--- src/rtl/sgi_rle_line_decoder_macros.svh ---
// ----------------------------------------------------------------------------
// Run-length line decoder assertion macros
// Shared concurrent assertion wrappers, clocked on clk_i, reset on rst_ni.
// ----------------------------------------------------------------------------
`ifndef SGI_RLE_LINE_DECODER_MACROS_SVH
`define SGI_RLE_LINE_DECODER_MACROS_SVH

// checked only out of reset
`define SRLD_ASSERT(lbl, prop, msg) \
  lbl: assert property (@(posedge clk_i) disable iff (!rst_ni) (prop)) else $error(msg);

// checked on every edge, reset included
`define SRLD_ASSERT_ALWAYS(lbl, prop, msg) \
  lbl: assert property (@(posedge clk_i) (prop)) else $error(msg);

`endif

--- src/rtl/srld_pkg.sv ---
// ----------------------------------------------------------------------------
// Run-length line decoder package
// Types and constants shared by the decoder modules.
// ----------------------------------------------------------------------------
package srld_pkg;

  localparam int unsigned PixelWidth = 16;
  localparam int unsigned RunWidth   = 7;
  localparam int unsigned SpaceWidth = 15;

  localparam logic [SpaceWidth-1:0] MaxLineWidth = 15'd4096;
  localparam logic [SpaceWidth-1:0] LineWidthRst = MaxLineWidth;

  typedef enum logic [1:0] {
    PH_CTRL  = 2'd0,
    PH_LIT   = 2'd1,
    PH_REP   = 2'd2,
    PH_DRAIN = 2'd3
  } phase_e;

  typedef enum logic {
    SQ_ACCEPT = 1'b0,
    SQ_REPEAT = 1'b1
  } seq_state_e;

  typedef enum logic [2:0] {
    ST_OK        = 3'd0,
    ST_OVERFLOW  = 3'd1,
    ST_LIT_SHORT = 3'd2,
    ST_REP_SHORT = 3'd3,
    ST_NO_TERM   = 3'd4
  } status_e;

  typedef struct packed {
    logic [PixelWidth-1:0] pixel_first;
    logic [PixelWidth-1:0] pixel_second;
    logic [1:0]            pixel_count;
    logic                  last_of_burst;
    logic                  line_end;
    status_e               status;
  } result_t;

endpackage

--- src/rtl/srld_obuf.sv ---
// ----------------------------------------------------------------------------
// Run-length line decoder output register
// Holds one result transaction until the receiver takes it.
// ----------------------------------------------------------------------------
module srld_obuf
  import srld_pkg::*;
(
  input  logic    clk_i,
  input  logic    rst_ni,
  input  logic    res_valid_i,
  input  result_t res_i,
  output logic    free_o,
  output logic    out_valid_o,
  input  logic    out_stall_i,
  output result_t res_o
);

  logic    valid_q, valid_d;
  result_t res_q;

  assign free_o  = !valid_q || !out_stall_i;
  assign valid_d = res_valid_i || (valid_q && out_stall_i);

  always_ff @(posedge clk_i or negedge rst_ni) begin
    if (!rst_ni) begin
      valid_q <= 1'b0;
    end else begin
      valid_q <= valid_d;
    end
  end

  always_ff @(posedge clk_i) begin
    if (res_valid_i) begin
      res_q <= res_i;
    end
  end

  assign out_valid_o = valid_q;
  assign res_o       = res_q;

endmodule

--- src/rtl/srld_seq.sv ---
// ----------------------------------------------------------------------------
// Run-length line decoder sequencer
// Decode state, line width register and the shared subtractor that checks
// space, counts down literal runs and steps replicate runs two pixels a cycle while the output register is free.
// ----------------------------------------------------------------------------
`include "sgi_rle_line_decoder_macros.svh"

module srld_seq
  import srld_pkg::*;
(
  input  logic                  clk_i,
  input  logic                  rst_ni,
  input  logic                  cfg_valid_i,
  output logic                  cfg_ready_o,
  input  logic [SpaceWidth-1:0] line_width_i,
  input  logic                  in_valid_i,
  output logic                  in_stall_o,
  input  logic [PixelWidth-1:0] element_value_i,
  input  logic                  last_element_i,
  input  logic                  obuf_free_i,
  output logic                  res_valid_o,
  output result_t               res_o
);

  seq_state_e            state_q, state_d;
  phase_e                phase_q, phase_d;
  logic [RunWidth-1:0]   run_left_q, run_left_d;
  logic [SpaceWidth-1:0] space_left_q, space_left_d;
  logic [SpaceWidth-1:0] line_width_q;
  logic [PixelWidth-1:0] rep_value_q, rep_value_d;
  logic                  rep_last_q, rep_last_d;

  logic [SpaceWidth-1:0] width_use;
  logic [SpaceWidth-1:0] sub_a, sub_b, sub_diff;
  logic                  sub_borrow;
  logic                  in_fire;
  logic [RunWidth-1:0]   ctrl_count;
  logic                  pair;

  assign cfg_ready_o = 1'b1;
  assign width_use   = (line_width_q > MaxLineWidth) ? MaxLineWidth : line_width_q;
  assign in_stall_o  = (state_q == SQ_REPEAT) || !obuf_free_i;
  assign in_fire     = in_valid_i && !in_stall_o;
  assign ctrl_count  = element_value_i[RunWidth-1:0];
  assign pair        = (run_left_q[RunWidth-1:1] != '0);

  // shared subtractor
  assign {sub_borrow, sub_diff} = {1'b0, sub_a} - {1'b0, sub_b};

  always_comb begin
    state_d      = state_q;
    phase_d      = phase_q;
    run_left_d   = run_left_q;
    space_left_d = space_left_q;
    rep_value_d  = rep_value_q;
    rep_last_d   = rep_last_q;
    res_valid_o  = 1'b0;
    res_o        = '{pixel_first: '0, pixel_second: '0, pixel_count: 2'd0,
                     last_of_burst: 1'b1, line_end: 1'b0, status: ST_OK};
    sub_a        = space_left_q;
    sub_b        = {{(SpaceWidth-RunWidth){1'b0}}, ctrl_count};

    unique case (state_q)
      SQ_ACCEPT: begin
        unique case (phase_q)
          PH_CTRL: begin
            sub_a = space_left_q;
            sub_b = {{(SpaceWidth-RunWidth){1'b0}}, ctrl_count};
          end
          PH_LIT: begin
            sub_a = {{(SpaceWidth-RunWidth){1'b0}}, run_left_q};
            sub_b = {{(SpaceWidth-1){1'b0}}, 1'b1};
          end
          default: begin
            sub_a = space_left_q;
            sub_b = {{(SpaceWidth-RunWidth){1'b0}}, ctrl_count};
          end
        endcase
        if (in_fire) begin
          unique case (phase_q)
            PH_DRAIN: begin
              if (last_element_i) begin
                phase_d      = PH_CTRL;
                space_left_d = width_use;
              end
            end
            PH_CTRL: begin
              if ((ctrl_count == '0) || sub_borrow || last_element_i) begin
                res_valid_o      = 1'b1;
                res_o.line_end   = 1'b1;
                run_left_d       = '0;
                if (ctrl_count == '0) begin
                  res_o.status = ST_OK;
                end else if (sub_borrow) begin
                  res_o.status = ST_OVERFLOW;
                end else begin
                  res_o.status = element_value_i[7] ? ST_LIT_SHORT : ST_REP_SHORT;
                end
                if (last_element_i) begin
                  phase_d      = PH_CTRL;
                  space_left_d = width_use;
                end else begin
                  phase_d = PH_DRAIN;
                end
              end else begin
                space_left_d = sub_diff;
                run_left_d   = ctrl_count;
                phase_d      = element_value_i[7] ? PH_LIT : PH_REP;
              end
            end
            PH_LIT: begin
              res_valid_o       = 1'b1;
              res_o.pixel_first = element_value_i;
              res_o.pixel_count = 2'd1;
              res_o.line_end    = last_element_i;
              if (last_element_i) begin
                res_o.status = (sub_diff[RunWidth-1:0] == '0) ? ST_NO_TERM : ST_LIT_SHORT;
                run_left_d   = '0;
                phase_d      = PH_CTRL;
                space_left_d = width_use;
              end else begin
                run_left_d = sub_diff[RunWidth-1:0];
                if (sub_diff[RunWidth-1:0] == '0) begin
                  phase_d = PH_CTRL;
                end
              end
            end
            PH_REP: begin
              rep_value_d = element_value_i;
              rep_last_d  = last_element_i;
              state_d     = SQ_REPEAT;
            end
            default: begin
            end
          endcase
        end
      end
      SQ_REPEAT: begin
        sub_a = {{(SpaceWidth-RunWidth){1'b0}}, run_left_q};
        sub_b = pair ? SpaceWidth'(2) : SpaceWidth'(1);
        if (obuf_free_i) begin
          res_valid_o = 1'b1;
          if ((run_left_q == '0) || (sub_diff[RunWidth-1:0] == '0)) begin
            if (run_left_q != '0) begin
              res_o.pixel_first  = rep_value_q;
              res_o.pixel_second = pair ? rep_value_q : '0;
              res_o.pixel_count  = pair ? 2'd2 : 2'd1;
            end
            res_o.line_end = rep_last_q;
            res_o.status   = rep_last_q ? ST_NO_TERM : ST_OK;
            run_left_d     = '0;
            phase_d        = PH_CTRL;
            state_d        = SQ_ACCEPT;
            if (rep_last_q) begin
              space_left_d = width_use;
            end
          end else begin
            res_o.pixel_first   = rep_value_q;
            res_o.pixel_second  = pair ? rep_value_q : '0;
            res_o.pixel_count   = pair ? 2'd2 : 2'd1;
            res_o.last_of_burst = 1'b0;
            run_left_d          = sub_diff[RunWidth-1:0];
          end
        end
      end
      default: begin
      end
    endcase
  end

  always_ff @(posedge clk_i or negedge rst_ni) begin
    if (!rst_ni) begin
      state_q      <= SQ_ACCEPT;
      phase_q      <= PH_CTRL;
      run_left_q   <= '0;
      space_left_q <= MaxLineWidth;
      line_width_q <= LineWidthRst;
    end else begin
      state_q      <= state_d;
      phase_q      <= phase_d;
      run_left_q   <= run_left_d;
      space_left_q <= space_left_d;
      if (cfg_valid_i && cfg_ready_o) begin
        line_width_q <= line_width_i;
      end
    end
  end

  always_ff @(posedge clk_i) begin
    rep_value_q <= rep_value_d;
    rep_last_q  <= rep_last_d;
  end

  `SRLD_ASSERT(a_push_into_free, res_valid_o |-> obuf_free_i, "result pushed into full output register")
  `SRLD_ASSERT(a_space_bound, space_left_q <= MaxLineWidth, "space left beyond line width")
  `SRLD_ASSERT(a_run_nonzero, ((phase_q == PH_LIT) || (phase_q == PH_REP)) |-> (run_left_q != '0), "open run with zero length")
  `SRLD_ASSERT(a_status_with_end, (res_valid_o && !res_o.line_end) |-> (res_o.status == ST_OK), "error status without line end")
  `SRLD_ASSERT(a_repeat_progress, ((state_q == SQ_REPEAT) && obuf_free_i && (run_left_q > 7'd2)) |=> ((state_q == SQ_REPEAT) && (run_left_q == $past(run_left_q) - 7'd2)), "replicate run not stepping by two")

endmodule

--- src/rtl/sgi_rle_line_decoder.sv ---
// ----------------------------------------------------------------------------
// Run-length scanline decoder
// Top level: sequencer with shared subtractor, and output register.
// ----------------------------------------------------------------------------
// Control, literal and drained elements are taken whenever the input is not
// stalled. A replicate value element is accepted into the repeat state, which
// then issues the run's results, since the output register carries two pixels
// and the shared subtractor steps the run counter down by up to two per result;
// input stall stays high meanwhile. Any cycle the output is stalled with a
// result waiting also stalls the input. line_width is written on its own
// channel, always ready, and takes effect at the next line start.

module sgi_rle_line_decoder
  import srld_pkg::*;
(
  input  logic                  clk_i,
  input  logic                  rst_ni,
  input  logic                  cfg_valid_i,
  output logic                  cfg_ready_o,
  input  logic [SpaceWidth-1:0] line_width_i,
  input  logic                  in_valid_i,
  output logic                  in_stall_o,
  input  logic [PixelWidth-1:0] element_value_i,
  input  logic                  last_element_i,
  output logic                  out_valid_o,
  input  logic                  out_stall_i,
  output logic [PixelWidth-1:0] pixel_first_o,
  output logic [PixelWidth-1:0] pixel_second_o,
  output logic [1:0]            pixel_count_o,
  output logic                  last_of_burst_o,
  output logic                  line_end_o,
  output logic [2:0]            status_o
);

  logic    obuf_free;
  logic    res_valid;
  result_t res, res_out;

  srld_seq u_seq (
    .clk_i           (clk_i),
    .rst_ni          (rst_ni),
    .cfg_valid_i     (cfg_valid_i),
    .cfg_ready_o     (cfg_ready_o),
    .line_width_i    (line_width_i),
    .in_valid_i      (in_valid_i),
    .in_stall_o      (in_stall_o),
    .element_value_i (element_value_i),
    .last_element_i  (last_element_i),
    .obuf_free_i     (obuf_free),
    .res_valid_o     (res_valid),
    .res_o           (res)
  );

  srld_obuf u_obuf (
    .clk_i       (clk_i),
    .rst_ni      (rst_ni),
    .res_valid_i (res_valid),
    .res_i       (res),
    .free_o      (obuf_free),
    .out_valid_o (out_valid_o),
    .out_stall_i (out_stall_i),
    .res_o       (res_out)
  );

  assign pixel_first_o   = res_out.pixel_first;
  assign pixel_second_o  = res_out.pixel_second;
  assign pixel_count_o   = res_out.pixel_count;
  assign last_of_burst_o = res_out.last_of_burst;
  assign line_end_o      = res_out.line_end;
  assign status_o        = res_out.status;

endmodule
--- config.mk ---
export PLATFORM = sky130hd
export DESIGN_NAME = sgi_rle_line_decoder
export DESIGN_NICKNAME = d
export VERILOG_FILES = /design/src/rtl/srld_pkg.sv /design/src/rtl/srld_obuf.sv /design/src/rtl/srld_seq.sv /design/src/rtl/sgi_rle_line_decoder.sv
export VERILOG_INCLUDE_DIRS = /design/src /design/src/rtl
export SDC_FILE = /design/constraint.sdc
export NUM_CORES = 1
export LEC_CHECK = 0
export BUFFER_PORTS_ARGS = -buffer_cell sky130_fd_sc_hd__buf_2
export CAP_MARGIN = 10
export CORE_ASPECT_RATIO = 1.5
export CORE_MARGIN = 3
export CORE_UTILIZATION = 35
export CTS_CLUSTER_SIZE = 14
export DETAILED_ROUTE_END_ITERATION = 7
export GPL_ROUTABILITY_DRIVEN = 1
export SETUP_SLACK_MARGIN = 0.5
export SYNTH_ARGS = -nofsm -noshare
export SYNTH_HDL_FRONTEND = slang
export SYNTH_SLANG_ARGS = --single-unit
--- constraint.sdc ---
create_clock -name clk_i -period 4.96 [get_ports clk_i]
set_input_delay 0.992 -clock clk_i [delete_from_list [all_inputs] [get_ports clk_i]]
set_output_delay 0.992 -clock clk_i [all_outputs]
set_load 0.01 [all_outputs]
## Word-level counts from Yosys, hierarchy flattened

Cells that the tools add are included.
W data, S select, Z words.

| storage, ports and cells | value |
|---|---|
| flip-flop bits (word level) | 97 |
| output and inout bits | 42 |

| operators by class | value |
|---|---|
| add/subtract/negate cells | 1 |
| magnitude comparators | 1 |
| equality and inequality tests | 12 |
| muxes and demuxes | 65 |
| bitwise logic cells | 1 |
| reduce and logical (&&, ||, !) cells | 24 |

Operators with widths:

| cell | number |
|---|---|
| $mux W15 | 8 |
| $pmux W15 S2 | 4 |
| $mux W34 | 2 |
| $mux W16 | 3 |
| $mux W7 | 6 |
| $mux W39 | 1 |
| $pmux W16 S2 | 1 |
| $pmux W7 S2 | 2 |
| $mux W2 | 12 |
| $logic_not A7 Y1 | 3 |
| $pmux W4 S2 | 2 |
| $sub A15 B15 Y16 | 1 |
| $gt A15 B13 Y1 const B | 1 |
| $mux W3 | 5 |
| $mux W4 | 3 |
| $mux W1 | 10 |
| $ne A3 B3 Y1 const B | 3 |
| $pmux W2 S2 | 2 |
| $reduce_bool A7 Y1 | 1 |
| $logic_or A1 B1 Y1 | 6 |
| $pmux W1 S2 | 3 |
| $pmux W2 S3 | 1 |
| $reduce_and A3 Y1 | 2 |
| $reduce_and A6 Y1 | 1 |
| 14 further kinds | 21 |

## Depth between registers and ports, before layout

| logic depth | value |
|---|---|
| word-level depth | 11 |
| mapped depth | 18 |
| depth with buffers taken out | 13 |

## By module

Synthesis repeated with hierarchy kept, for this count alone.

| unflattened totals | value |
|---|---|
| cell total of the unflattened synthesis | 470 |
| area total of the unflattened synthesis | 5,056.1 sq um |

Modules (own cells, without submodules):

| module | instances | cells each | area an instance (sq um) | seq. area each (sq um) |
|---|---|---|---|---|
| srld_seq | 1 | 428 | 3,848.7 | 1,514.0 |
| srld_obuf | 1 | 42 | 1,207.4 | 1,196.1 |

## Least setup slack after synthesis

No wires, ideal clock.

| path | value |
|---|---|
| kind | in2reg |
| from | in out_stall_i |
| to | reg u_obuf.res_q, in the netlist u_obuf.res_o[0], enable pin |
| library setup time | 490 ps |
| data arrival time | 4,243 ps |
| setup slack | 227 ps |
| stages on the path | 3 |
| path buffers | 0 |
| cell sequence | nand2_1 > o21ai_0 > o21ai_0 |

| between the ends | value |
|---|---|
| word-level cells in the longest chain between the ends | 8 |
| elaborated cells between the ends (all ways) | 9 |
| those cells by class | mux (3); reduce/logical (6) |

RTL lines:

| what | RTL line | text |
|---|---|---|
| start: declaration | sgi_rle_line_decoder.sv:26 | `input logic out_stall_i,` |
| $logic_not A1 Y1 (*) | srld_obuf.sv:21 | `assign free_o = !valid_q \|\| !out_stall_i;` |
| $logic_or A1 B1 Y1 (*) | srld_obuf.sv:21 |  |
| $logic_not A1 Y1 | srld_seq.sv:42 | `assign in_stall_o = (state_q == SQ_REPEAT) \|\| !obuf_free_i;` |
| $logic_or A1 B1 Y1 | srld_seq.sv:42 |  |
| $logic_not A1 Y1 | srld_seq.sv:43 | `assign in_fire = in_valid_i && !in_stall_o;` |
| $logic_and A1 B1 Y1 | srld_seq.sv:43 |  |
| $mux W1 | srld_seq.sv:79 | `if (in_fire) begin` |
| $pmux W1 S2 (*) | srld_seq.sv:63 | `unique case (state_q)` |
| net res_valid | sgi_rle_line_decoder.sv:36 | `logic res_valid;` |
| end signal: assignment | srld_obuf.sv:34 | `res_q <= res_i;` |
| end: declaration | srld_obuf.sv:19 | `result_t res_q;` |

Mark *: on every way through the listed nets, which the timed path passes. The rest lies on a longest branch.
A chain may end at the register's enable or synchronous reset.

## Final worst setup path

| path | value |
|---|---|
| from | reg u_seq.phase_q[0] |
| to | reg u_seq.space_left_q[7] |

| between the ends | value |
|---|---|
| word-level cells in the longest chain between the ends | 10 |
| elaborated cells between the ends (all ways) | 20 |
| those cells by class | add/sub (1); eq/ne (4); mux (8); reduce/logical (7) |

RTL lines:

| what | RTL line | text |
|---|---|---|
| start: declaration | srld_seq.sv:26 | `phase_e phase_q, phase_d;` |
| start signal: assignment | srld_seq.sv:180 | `phase_q <= phase_d;` |
| $eq A2 B1 Y1 | srld_seq.sv:65, srld_seq.sv:80 |  |
| $mux W15 or $mux W7 (tied branches) | srld_seq.sv:65 | `unique case (phase_q)` |
| $pmux W15 S2 | srld_seq.sv:63 |  |
| $sub A15 B15 Y16 | srld_seq.sv:48 | `assign {sub_borrow, sub_diff} = {1'b0, sub_a} - {1'b0, sub_b};` |
| $logic_or A1 B1 Y1 (2 in a row) | srld_seq.sv:88 | `if ((ctrl_count == '0) \|\| sub_borrow \|\| last_element_i) begin` |
| $mux W15 | srld_seq.sv:88 |  |
| $pmux W15 S2 | srld_seq.sv:80 | `unique case (phase_q)` |
| $mux W15 | srld_seq.sv:79 |  |
| $pmux W15 S2 | srld_seq.sv:63 |  |
| end signal: assignment | srld_seq.sv:176 | `space_left_q <= MaxLineWidth;` |
| end signal: assignment | srld_seq.sv:182 | `space_left_q <= space_left_d;` |
| end: declaration | srld_seq.sv:28 | `logic [SpaceWidth-1:0] space_left_q, space_left_d;` |

Several ways; a longest one is shown, not always the timed one. The select of a mux whose other input is x is not followed.

==> impl_metrics.csv <==
group,metric,value,unit
status,status,"completed",
die,core_area,0.0136,mm^2
clock_tree,cts.repair.resized,0,
sta,finalCritPeriodShare,0.824,
run,maxCapViolCount,0,
sta,drv_slew,0,
logic_synthesis,async_flop_share,0.423,
logic_synthesis,synth_enable_flop_cells,56,
sta,skew,0.00984,ns
cells_and_area,nets,550,
logic_synthesis,ys_seq_area_frac,0.555,
worst_setup_path,cp_max_fo,14,
global_routing,grt_max_degree,42,
place,globalplace.congestion,0.912,
sta,max_freq,245,MHz
sta,setup-violations-final,0,
logic_synthesis,synth_fp_nets,472,
clock_tree,post_cts_buffers,0,
clock_tree,cts_tree,"built",
place,hpwl,9230,um
clock_tree,clkTransAtPathRegs,0.07,ns
detailed_routing,via_count,3759,
logic_synthesis,synth_ff_type,"edfxtp_1",
die,die_x,102,um
detailed_routing,final_antenna_net_count,0,
logic_synthesis,syn_area,0.00488,mm^2
sta,finalHoldViolCount,0,
detailed_routing,wl_per_cell,18.3,um
die,initial_utilization,0.359,
clock_tree,clk_latency,0.35,ns
worst_setup_path,crit_required,5.20,ns
clock_tree,cts_buffers,9,
cells_and_area,syn_to_final_growth,18.7,%
place,portBuffers,77,
global_routing,grt_antenna_before_repair,0,
clock_tree,root_buffer,"clkbuf_16",
cells_and_area,drive_above_1_share,0.280,
clock_tree,cts_sinks,97,
cells_and_area,diodes,0,
place,post_dp_cell_area,0.00547,mm^2
sta,rsz0062_at_grt,"no",
power_and_ir_drop,power_leakage,2.41,nW
detailed_routing,drc,0,
worst_setup_path,endpoint_kind,"flop",
logic_synthesis,ys_types,72,
logic_synthesis,synth_warnings,0,
worst_setup_path,worst-setup-path-type,"reg2reg",
die,die_h,151,um
clock_tree,htreeDepth,3,
clock_tree,ctsHoldBuffers,0,
sta,hold-worst-slack,0.513,ns
sta,maxSlewHeadroom,0.359,
detailed_routing,drt_iter0_drc,174,
logic_synthesis,ys_ff_latch,97,
power_and_ir_drop,power_density,696,mW/mm^2
global_routing,first_global_vias,3836,
cells_and_area,design_area,0.00579,mm^2
die,dieArea,0.0154,mm^2
logic_synthesis,synth_area_per_cell,11.4,um^2
detailed_routing,drt_pre_antenna_iters,5,
logic_synthesis,syn_inst,427,
worst_setup_path,startpoint_type,"flop",
detailed_routing,drt-vias-per-instance,5.59,
worst_hold_path,min_path_type,"reg2reg",
die,placementRows,52,
sta,tns,0,ns
global_routing,grt_overflow_total,0,
place,pre_cts_slack,0.840,ns
cells_and_area,layout_common_cells,"buf_2, edfxtp_1, nand2_1",
global_routing,grtUsageTotal,0.165,
sta,tightest_slew,0.962,ns
sta,period_minus_slack,4.09,ns
sta,fin_ws,0.872,ns
global_routing,grt_pass1_wl,19700,um
detailed_routing,drt_wl_total,12300,um
worst_setup_path,cp.arrival,4.33,ns
die,io_pins,79,
power_and_ir_drop,ir_drop,237,uV
cells_and_area,final_common_cell,"buf_2",
clock_tree,clk_path_buf_depth,2,
[power by group]
group          switching, mW  total (mW)  internal, mW
combinational           1.21        1.98         0.770
clock                  0.339       0.747         0.408
sequential             0.129        1.30          1.17
total                   1.68        4.03          2.35
[layout make-up]
| type | count | area [um^2] |
|---|---|---|
| Fill cell | 1281 | 7800 |
| Sequential cell | 97 | 2710 |
| Multi-Input combinational cell | 287 | 2000 |
| Timing Repair Buffer | 87 | 473 |
| Clock buffer | 9 | 225 |
| Tap cell | 162 | 203 |
| Clock inverter | 7 | 95.1 |
| Inverter | 23 | 86.3 |
[kinds of logic after synthesis]
logic type               Yosys count  share of synthesized area
flip-flops                        97                      0.555
XOR/XNOR                           2                    0.00359
buffers and inverters             43                     0.0369
AND/OR/NAND/NOR                  142                      0.152
adder cells (fa/ha/maj)            8                     0.0221
multiplexers                      20                     0.0462
AO/OA/AOI/OAI                    114                      0.184
other                              1                   0.000768
[cell usage after synthesis (3+ instances only)]
cell type,instances,area share
nor4_1,6,0.0077
nor2_1,16,0.012
nand3_1,8,0.0082
o21ai_0,16,0.016
dfrtp_1,39,0.20
o31ai_1,4,0.0062
or3_1,3,0.0038
a32o_1,3,0.0062
nand2_1,55,0.042
nor2b_1,3,0.0038
clkbuf_1,13,0.010
a211oi_1,3,0.0046
nand3b_1,3,0.0046
or2_2,4,0.0051
edfxtp_1,56,0.34
a32oi_1,6,0.011
o221ai_1,6,0.011
and2_1,19,0.024
a22oi_1,4,0.0062
a21o_1,4,0.0062
inv_1,23,0.018
mux2_2,18,0.042
nor3_1,5,0.0051
a22o_1,19,0.034
ha_1,7,0.018
and3_1,5,0.0064
a2111oi_0,3,0.0054
buf_2,3,0.0031
a21oi_1,15,0.015
[flip-flops by register name (all words and copies together) (netlist names)]
name                cells
u_obuf.res_o           39
u_seq.phase_q           2
u_seq.line_width_q     15
u_seq.state_q           1
u_seq.rep_last_q        1
u_seq.space_left_q     15
u_seq.rep_value_q      16
u_obuf.out_valid_o      1
u_seq.run_left_q        7
[worst max-delay path, stage by stage, from the launching register on]
cell and delay, ns:
dfrtp_1 0.49, nor2b_1 0.33, nor2_1 0.10, buf_4 0.19
a22oi_1 0.20, ha_1 0.21, inv_1 0.07, fa_1 0.48
a211o_1 0.32, and4b_1 0.21, a211oi_2 0.38, o2111a_2 0.33
or2_2 0.30, mux2_2 0.37
[metrics by stage]
| step | total power [mW] | instances | utilization |
|---|---|---|---|
| 2_1_floorplan | 2.65 | 427 | - |
| 5_1_grt | 4.29 | 672 | 0.426 |
| 4_1_cts | 4.03 | 672 | 0.426 |
| 3_3_place_gp | 3.27 | 656 | 0.402 |
| 3_5_place_dp | 3.28 | 656 | 0.402 |
| 6_report | 4.03 | 672 | 0.426 |
[path summary, 6_finish.rpt]
kind	cells after the start	end	slack, ns	startpoint
worst max-delay path	13	u_seq.space_left_q[7]$_DFFE_PN0P_	0.87	u_seq.phase_q[0]$_DFFE_PN0P_
min in group asynchronous	1	u_seq.space_left_q[11]$_DFFE_PN0P_	0.80	rst_ni
worst min-delay path	2	u_seq.line_width_q[12]$_DFFE_PN1P_	0.51	u_seq.line_width_q[12]$_DFFE_PN1P_
worst max register to register	13	u_seq.space_left_q[7]$_DFFE_PN0P_	0.87	u_seq.phase_q[0]$_DFFE_PN0P_
worst min register to register	2	u_seq.line_width_q[12]$_DFFE_PN1P_	0.51	u_seq.line_width_q[12]$_DFFE_PN1P_
max in group asynchronous	1	u_seq.run_left_q[2]$_DFFE_PN0P_	3.56	rst_ni
[per-layer routing]
metal  vias up  GRT usage  part of all wire
met5         -          0                 0
met4         0     0.0827             0.030
met3        27     0.0292             0.049
met2       154      0.284              0.51
met1      1806      0.195              0.41
li1       1772          -                 -
(Power assumes the default switching activity.)
